$ cat src/rtl/akf_pkg.sv
// Shared types, constants and command structs for the angle Kalman filter.
package akf_pkg;

  // Field and state widths.
  localparam int ANGLE_BITS   = 32;
  localparam int VAR_BITS     = 40;
  localparam int GAIN_BITS    = 32;
  localparam int CFG_BITS     = 40;
  localparam int CFG_IDX_BITS = 2;
  localparam int OP_BITS      = 2;
  localparam int IN_DATA_BITS  = 32;
  localparam int OUT_DATA_BITS = ANGLE_BITS + VAR_BITS + GAIN_BITS;

  // The divider produces one quotient bit per step.
  localparam int DIV_STEPS    = GAIN_BITS;
  localparam int DIV_CNT_BITS = $clog2(DIV_STEPS);
  localparam logic [DIV_CNT_BITS-1:0] DIV_LAST = DIV_CNT_BITS'(DIV_STEPS - 1);

  // Register reset values, Q0.40.
  localparam logic [CFG_BITS-1:0] MEAS_VAR_RESET = 40'd2748779069;
  localparam logic [CFG_BITS-1:0] PROC_VAR_RESET = 40'd1099512;
  localparam logic [VAR_BITS-1:0] VAR_MAX        = {VAR_BITS{1'b1}};

  // Register indexes.
  localparam logic [CFG_IDX_BITS-1:0] CFG_MEAS_VAR = 2'd0;
  localparam logic [CFG_IDX_BITS-1:0] CFG_PROC_VAR = 2'd1;

  // Opcodes.
  typedef enum logic [OP_BITS-1:0] {
    OP_RESET   = 2'd0,
    OP_RESTART = 2'd1,
    OP_PREDICT = 2'd2,
    OP_UPDATE  = 2'd3
  } op_t;

  // Controller to datapath commands.
  typedef struct packed {
    logic capture;
    logic exec_simple;
    logic div_step;
    logic mul_lo;
    logic mul_hi;
    logic apply;
    logic out_load;
  } cmd_t;

  // Datapath to controller status.
  typedef struct packed {
    logic is_update;
  } status_t;

endpackage

$ cat src/rtl/akf_ctrl.sv
// Sequencing state machine for the angle Kalman filter.
module akf_ctrl
  import akf_pkg::*;
(
  input  logic    clk,
  input  logic    rst_n,
  input  logic    in_tvalid,
  output logic    in_tready,
  output logic    out_tvalid,
  input  logic    out_tready,
  input  status_t status,
  output cmd_t    cmd
);

  typedef enum logic [6:0] {
    S_IDLE     = 7'b0000001,
    S_DISPATCH = 7'b0000010,
    S_DIV      = 7'b0000100,
    S_MUL_LO   = 7'b0001000,
    S_MUL_HI   = 7'b0010000,
    S_APPLY    = 7'b0100000,
    S_DONE     = 7'b1000000
  } state_t;

  state_t                  state_r, state_nxt;
  logic [DIV_CNT_BITS-1:0] cnt_r, cnt_nxt;
  logic                    out_valid_r, out_valid_nxt;

  assign in_tready  = (state_r == S_IDLE);
  assign out_tvalid = out_valid_r;

  // Next state and command decode.
  always_comb begin
    state_nxt     = state_r;
    cnt_nxt       = cnt_r;
    out_valid_nxt = out_valid_r;
    cmd           = '0;
    if (out_valid_r && out_tready) begin
      out_valid_nxt = 1'b0;
    end
    unique case (state_r)
      S_IDLE: begin
        if (in_tvalid) begin
          cmd.capture = 1'b1;
          state_nxt   = S_DISPATCH;
        end
      end
      S_DISPATCH: begin
        cnt_nxt = '0;
        if (status.is_update) begin
          state_nxt = S_DIV;
        end else begin
          cmd.exec_simple = 1'b1;
          state_nxt       = S_DONE;
        end
      end
      S_DIV: begin
        cmd.div_step = 1'b1;
        cnt_nxt      = cnt_r + DIV_CNT_BITS'(1);
        if (cnt_r == DIV_LAST) begin
          state_nxt = S_MUL_LO;
        end
      end
      S_MUL_LO: begin
        cmd.mul_lo = 1'b1;
        state_nxt  = S_MUL_HI;
      end
      S_MUL_HI: begin
        cmd.mul_hi = 1'b1;
        state_nxt  = S_APPLY;
      end
      S_APPLY: begin
        cmd.apply = 1'b1;
        state_nxt = S_DONE;
      end
      S_DONE: begin
        if (!out_valid_r || out_tready) begin
          cmd.out_load  = 1'b1;
          out_valid_nxt = 1'b1;
          state_nxt     = S_IDLE;
        end
      end
      default: begin
        state_nxt = S_IDLE;
      end
    endcase
  end

  // State registers.
  always_ff @(posedge clk) begin
    if (!rst_n) begin
      state_r     <= S_IDLE;
      cnt_r       <= '0;
      out_valid_r <= 1'b0;
    end else begin
      state_r     <= state_nxt;
      cnt_r       <= cnt_nxt;
      out_valid_r <= out_valid_nxt;
    end
  end

  // An accepted item always goes to dispatch next.
  a_accept_dispatch: assert property (@(posedge clk) disable iff (!rst_n)
    (in_tvalid && in_tready) |=> (state_r == S_DISPATCH))
    else $error("accepted item did not reach dispatch");

  // The divider always starts from step zero.
  a_div_start: assert property (@(posedge clk) disable iff (!rst_n)
    (state_r == S_DISPATCH && status.is_update) |=> (state_r == S_DIV && cnt_r == '0))
    else $error("divider did not start at step zero");

  // After the last quotient bit the multiplies follow.
  a_div_end: assert property (@(posedge clk) disable iff (!rst_n)
    (state_r == S_DIV && cnt_r == DIV_LAST) |=> (state_r == S_MUL_LO))
    else $error("divider ran past its last step");

  // A loaded result is presented on the next cycle.
  a_out_load: assert property (@(posedge clk) disable iff (!rst_n)
    cmd.out_load |=> (out_tvalid && state_r == S_IDLE))
    else $error("result not presented after load");

endmodule

$ cat config.mk
export PLATFORM = sky130hd
export DESIGN_NAME = akf_ctrl
export DESIGN_NICKNAME = d
export VERILOG_FILES = /design/src/rtl/akf_pkg.sv /design/src/rtl/akf_ctrl.sv
export SDC_FILE = /design/constraint.sdc
export NUM_CORES = 1
export LEC_CHECK = 0
export BUFFER_PORTS_ARGS = -buffer_cell sky130_fd_sc_hd__buf_2
export CORE_AREA = 2 2 40 42
export CTS_BUF_LIST = sky130_fd_sc_hd__clkbuf_8
export CTS_CLUSTER_SIZE = 28
export DETAILED_ROUTE_END_ITERATION = 16
export DIE_AREA = 0 0 42 44
export PLACE_DENSITY = 0.8
export SLEW_MARGIN = 10
export SYNTH_ARGS = -nofsm -noshare
export SYNTH_HDL_FRONTEND = slang
export SYNTH_SLANG_ARGS = --single-unit
$ cat constraint.sdc
create_clock -name clk -period 2.8 [get_ports clk]
set_clock_uncertainty 0.05 [all_clocks]
set_input_delay 0.42 -clock clk [delete_from_list [all_inputs] [get_ports clk]]
set_output_delay 0.42 -clock clk [all_outputs]
set_load 0.02 [all_outputs]
== After elaboration in Yosys (flattened, before gate mapping) ==
Cells that the tools add are included.

* Register bits after elaboration: 13
* Input port bits: 5
* Output and inout bits: 9
* Logic and storage cells: 39

* $add $sub $neg: 1
* Equality and inequality tests: 11
* Muxes and demuxes: 19
* Reduce and logical (&&, ||, !) cells: 5

{| class="wikitable"
|+ Operators with widths
! operator !! number
|-
| 7-bit one-hot mux with 7 select lines || 1
|-
| 7-bit two-way mux || 4
|-
| 1-bit two-way mux || 13
|-
| 5-bit one-hot mux with 2 select lines || 1
|-
| 7-bit by 1-bit equality test with 1-bit output, second input constant || 1
|-
| 7-bit by 2-bit equality test with 1-bit output, second input constant || 1
|-
| 7-bit by 3-bit equality test with 1-bit output, second input constant || 1
|-
| 7-bit by 4-bit equality test with 1-bit output, second input constant || 1
|-
| 7-bit by 5-bit equality test with 1-bit output, second input constant || 1
|-
| 7-bit by 6-bit equality test with 1-bit output, second input constant || 1
|-
| 7-bit equality test, second input constant || 1
|-
| 2-bit inequality test, second input constant || 3
|-
| 5-bit by 1-bit adder with 5-bit output, second input constant || 1
|-
| 5-bit equality test, second input constant || 1
|-
| 3-bit AND reduction || 1
|-
| 2-bit nonzero test || 1
|-
| 1-bit logical AND || 1
|-
| 1-bit zero test || 1
|-
| 1-bit logical OR || 1
|}

== Longest topological paths before layout ==
Gate-level depths: netlist (run 1).

* Depth in word-level cells: 4
* Mapped depth: 6
* Gate-level depth less buffers: 6

== Least setup slack after synthesis (run 1) ==
Ideal clock, no wire load.

* Path kind: reg2out
* Start point: register state_r[1]
* End point: output cmd[6] (netlist bit)
* Arrival time: 1.594 ns
* Required time: 2.330 ns
* Path slack: 0.736 ns
* Cell stages (with the launch flop): 5
* Buffers on the path: 1
* Path through: dfxtp_1 buf_6 or4_4 nor2_1 and2_1

{| class="wikitable"
|+ RTL lines
! what !! RTL line !! source
|-
| start: declaration || akf_ctrl.sv:25 || <nowiki>state_t state_r, state_nxt;</nowiki>
|-
| start signal: assignment || akf_ctrl.sv:96 || <nowiki>state_r <= state_nxt;</nowiki>
|-
| end: declaration || akf_ctrl.sv:12 || <nowiki>output cmd_t cmd</nowiki>
|}

==> results.json, run 1 <==
{
  "viasPerCell": 6.43,
  "port_buffers": 13,
  "synth_xor_area_frac": 0.0332,
  "wl_met2_um": 806,
  "die_y_um": 44,
  "p_int_mw": 0.333,
  "cts.clk_slew.worst_paths_ns": 0.06,
  "cts.path.max_buffers": 2,
  "p_per_area_mw_per_mm2": 559,
  "rsz0062_at_grt": "no",
  "placed_area_um2": 843,
  "yosysWarnings": 0,
  "ys_seq_elements": 13,
  "cts_resized": 0,
  "switchingPower_mw": 0.163,
  "reg2regPathDepth": 3,
  "synth_area_leaders": "dfxtp_1 33%, nand3_1 3.8%, a31oi_1 3.2%",
  "combPwrFrac": 0.239,
  "hold_viol": 0,
  "ff2ff_setup_slack_ns": 1.02,
  "ios": 14,
  "slew_headroom": 0.636,
  "synthMuxAreaShare": 0,
  "synth_top_family_by_area": "simple AND/OR/NAND/NOR gates",
  "p_clk_frac": 0.336,
  "antenna_cells": 0,
  "drt_first_iter_violations": 3,
  "synth_fa_ha_area_frac": 0.0316,
  "r2r_start": "state_r[6]$_SDFFE_PN0P_",
  "min_period_ns": 2.36,
  "wl_met1_um": 750,
  "start_util": 0.558,
  "cts-root-buf": "clkbuf_8",
  "vias": 714,
  "post-route-period-util": 0.844,
  "fmax_mhz": 423,
  "cts.sinks": 13,
  "synth_edf_count": 0,
  "hold_buffers": 0,
  "drive_gt1_frac": 0.263,
  "grt_max_degree": 14,
  "drv_slew": 0,
  "worst_pin_slew_ns": 0.541,
  "cts_made_buffers": 3,
  "ys_top_cells_by_count": "13 x dfxtp_1, 6 x nand3_1, 5 x nor2_1",
  "clk_latency_ns": 0.24,
  "worstPathRequired_ns": 2.33,
  "synth_compound_area_frac": 0.182,
  "synth.most_common_cell": "dfxtp_1",
  "syn_nets": 90,
  "wl_per_cell_um": 14.8,
  "areaGrowthSynthToFinish_pct": 12.2,
  "synth_flop_cell": "dfxtp_1",
  "hold_path.class": "input port to flop",
  "synth.top_cell.area_share": 0.329,
  "final.setup.worst_slack_ns": 0.437,
  "antenna_found_initial": 0,
  "async_reset_ff_frac": 0,
  "holdCritStartpoint": "rst_n",
  "pre_cts_slack_ns": 0.719,
  "grt_pass1_wl_mm": 2.75,
  "cts_setup_buffers": 0,
  "holdPathEnd": "state_r[6]$_SDFFE_PN0P_",
  "p_leak_nw": 0.335,
  "tns_ns": 0,
  "grt_use_total": 0.202,
  "cp-start-kind": "flop",
  "final_cell_area_um2": 888,
  "whs_ns": 0.401,
  "ctsHtreeMaxLevel": 1,
  "grt_pass1_vias": 620,
  "coreArea_mm2": 0.00142,
  "overflow": 0,
  "die_width_um": 42,
  "crit_arrival_ns": 1.89,
  "dieArea_mm2": 0.00185,
  "drv_cap": 0,
  "drt_drc_violations_left": 0,
  "top_layer": "met4",
  "stdcell_count": 111,
  "place_hpwl_mm": 1.21,
  "place_inst": 107,
  "pwr-share-seq": 0.425,
  "finalSetupViolCount": 0,
  "synth_top_area_cell": "dfxtp_1",
  "cts_tree": "yes",
  "worstSetupPathType": "flop to primary output",
  "wl_met3_um": 53,
  "crit_fanout": 13,
  "r2r-end": "state_r[2]$_SDFFE_PN0P_",
  "drt_first_pass_iters": 4,
  "ir_worst_vdd_mv": 0.447,
  "rows": 14,
  "yosys.area_share.simple": 0.363,
  "power_switching_share": 0.328,
  "layout.nets": 103,
  "avgSynthCellArea_um2": 9.54,
  "status": "finished, final reports clean",
  "gp_congestion": 0.760,
  "end_kind": "primary output",
  "postRouteAntennaNets": 0,
  "synth_cells": 83,
  "yosysSeqAreaShare": 0.329,
  "netlist_area_um2": 792,
  "routed_wirelength_mm": 1.64,
  "synth.distinct_cells": 39,
  "hold_depth": 2
}
[cell families (layout without fill, tap and decap cells)]
family | Yosys count | after routing
AOI/OAI and AO/OA | 19 | 19
and+or+nand+nor | 38 | 38
buffers and inverters | 8 | 20
adders and majority gates | 2 | 2
DFF | 13 | 13
xor gates and xnor gates | 3 | 3
[critical path, stage by stage, from the launching register on]
cell and delay [ns]:
dfxtp_1 0.47, or4_4 0.64, nor4b_2 0.31, buf_2 0.22
[state kept, by name, summed over array words and instances (netlist names)]
register and count:
state_r 7, out_tvalid 1, cnt_r 5
[layout by cell type (no fill, tap or decap), types with 2 or more instances in the layout]
cell type and n:
and2_1 2, a21oi_1 3, nor3_1 2, dfxtp_1 13
buf_2 13, a31oi_1 4, nor4_1 4, nor3b_1 2
o31ai_1 3, clkbuf_8 3, o21ai_0 2, nor3b_2 2
xor2_1 2, and3_1 2, nor2_1 5, ha_1 2
nand4_1 2, nand3_1 6, inv_1 3
[power by group through the flow]
stage / Combinational [mW] / Clock [mW] / Sequential, mW
floorplan: 0.118 / 0 / 0.199
global placement: 0.115 / 0 / 0.215
detailed placement: 0.120 / 0 / 0.215
CTS: 0.120 / 0.170 / 0.211
global route: 0.130 / 0.180 / 0.213
finish: 0.118 / 0.167 / 0.211
[cell type report]
class | instances | area, µm²
Fill cell | 128 | 531
Multi-Input combinational cell | 62 | 483
Sequential cell | 13 | 260
Timing Repair Buffer | 14 | 72.6
Clock buffer | 3 | 41.3
Tap cell | 16 | 20.0
Inverter | 2 | 7.51
Clock inverter | 1 | 3.75
[routing by layer]
layer	track usage	vias up
li1	-	352
met1	0.238	345
met2	0.331	13
met3	0.0417	4
met4	0.142	0
met5	0	-
[worst max path at each step]
stage	startpoint	to	slack, ns	cells past startpoint
floorplan	state_r[1]$_SDFFE_PN0P_	cmd[6]	0.74	4
global placement	state_r[6]$_SDFFE_PN0P_	cmd[1]	0.78	3
detailed placement	state_r[6]$_SDFFE_PN0P_	cmd[1]	0.72	3
CTS	state_r[6]$_SDFFE_PN0P_	cmd[1]	0.45	3
global route	state_r[6]$_SDFFE_PN0P_	cmd[1]	0.38	3
finish	state_r[6]$_SDFFE_PN0P_	cmd[1]	0.44	3
[per-stage QoR]
stage                      util  total power, mW
after floorplan               -            0.317
after global placement    0.594            0.330
final                     0.626            0.496
after global routing      0.626            0.523
after detailed placement  0.594            0.334
after CTS                 0.626            0.501
Note: power is estimated with default switching activity, not from simulation.
==> inputs of run 2 (changes only) <==
CORE_AREA = 2 2 41 43   (was 2 2 40 42)
DIE_AREA = 0 0 43 45   (was 0 0 42 44)
PLACE_DENSITY = 0.77   (was 0.8)
clock period = 2.2 ns   (was 2.8 ns; I/O delays follow)
==> results.json, run 2 (synthesis results as in run 1) <==
{
  "status": "finished, final reports clean",
  "antenna_cells": 0,
  "finalSetupViolCount": 0,
  "worst_pin_slew_ns": 0.568,
  "overflow": 0,
  "port_buffers": 13,
  "end_kind": "primary output",
  "pre_cts_slack_ns": 0.289,
  "cts-root-buf": "clkbuf_8",
  "hold_buffers": 0,
  "drv_cap": 0,
  "crit_fanout": 8,
  "grt_use_total": 0.180,
  "wl_per_cell_um": 13.9,
  "dieArea_mm2": 0.00194,
  "ir_worst_vdd_mv": 0.486,
  "rsz0062_at_grt": "no",
  "routed_wirelength_mm": 1.58,
  "start_util": 0.538,
  "drt_first_pass_iters": 4,
  "num-fill-cells": 136,
  "p_per_area_mw_per_mm2": 702,
  "crit_arrival_ns": 1.71,
  "crit_path_cell_trace": "or4_4 > nor4b_4 > buf_2",
  "cts_tree": "yes",
  "postRouteAntennaNets": 0,
  "largest_register": "state_r",
  "cp_num_buf_inv": 1,
  "post-route-period-util": 0.950,
  "antenna_found_initial": 0,
  "final.setup.worst_slack_ns": 0.110,
  "areaGrowthSynthToFinish_pct": 15.5,
  "cts_made_buffers": 3,
  "layout_common_cells": "13 x dfxtp_1, 13 x buf_2, 6 x nand3_1, 5 x nor2_1",
  "die_width_um": 43,
  "drive_gt1_frac": 0.296,
  "clk_latency_ns": 0.24,
  "fmax_mhz": 478,
  "vias": 705,
  "gp_congestion": 0.817,
  "drt_first_iter_violations": 21,
  "cts_setup_buffers": 0,
  "largest_reg_flops": 7,
  "drt_drc_violations_left": 0,
  "tns_ns": 0,
  "coreArea_mm2": 0.00147,
  "cpPeakStageDelay_ns": 0.62,
  "viasPerCell": 6.18,
  "p_total_mw": 0.642,
  "cts.sinks": 13,
  "drv_slew": 0,
  "worstSetupPathType": "flop to primary output",
  "worstPathRequired_ns": 1.82,
  "grt_pass1_vias": 635,
  "cp_top_family": "simple AND/OR/NAND/NOR gates",
  "slew_headroom": 0.618,
  "hold_path.class": "input port to flop",
  "die_y_um": 45,
  "cts.clk_slew.worst_paths_ns": 0.06,
  "ios": 14,
  "cts.path.max_buffers": 2,
  "grt_pass1_wl_mm": 2.64,
  "grt_max_degree": 13,
  "layout.nets": 106,
  "min_period_ns": 2.09,
  "ctsHtreeMaxLevel": 1,
  "cp-start-kind": "flop",
  "p_leak_nw": 0.352,
  "cts_resized": 0,
  "hold_viol": 0,
  "rows": 14,
  "slowest_stage": "or4_4",
  "place_hpwl_mm": 1.20
}
run 2: cell count changes in the layout (fill, tap and decap cells not counted), sizes merged:
cell,previous run,this run
buf,14,17
run 2: routing by layer:
layer	track usage	routed length (µm)
met1	0.216	695
met2	0.327	826
met3	0.0480	56
met4	0.0364	5
met5	0	0
run 2: layout make-up:
class,count,area [µm²],area share
Sequential cell,13,260,0.285
Inverter,2,7.51,0.00821
Clock inverter,1,3.75,0.00410
Timing Repair Buffer,17,95.1,0.104
Multi-Input combinational cell,62,487,0.532
Clock buffer,3,41.3,0.0451
Tap cell,16,20.0,0.0219
run 2: path summary, 6_finish.rpt:
check / start / end / slack (ns) / depth (start not counted)
worst min register to register: cnt_r[4]$_SDFFE_PN0P_ / cnt_r[4]$_SDFFE_PN0P_ / 0.42 / 2
worst max register to register: state_r[0]$_SDFFE_PN1P_ / state_r[0]$_SDFFE_PN1P_ / 0.54 / 3
worst min-delay path: rst_n / state_r[6]$_SDFFE_PN0P_ / 0.31 / 2
worst max-delay path: state_r[4]$_SDFFE_PN0P_ / cmd[3] / 0.11 / 3
run 2: report_power, final:
group / switching [mW] / internal (mW) / total [mW]
logic: 0.105 / 0.0652 / 0.170
clock network: 0.0904 / 0.123 / 0.214
registers: 0.0139 / 0.245 / 0.258
run 2: stage by stage:
| stage | instances | instance area (µm²) | util | hold slack, ns |
|---|---|---|---|---|
| 2_1_floorplan | 83 | 792 | - | 0.403 |
| 3_3_place_gp | 110 | 866 | 0.588 | 0.419 |
| 3_5_place_dp | 110 | 866 | 0.588 | 0.421 |
| 4_1_cts | 114 | 911 | 0.619 | 0.312 |
| 5_1_grt | 114 | 915 | 0.622 | 0.317 |
| 6_report | 114 | 915 | 0.622 | 0.309 |
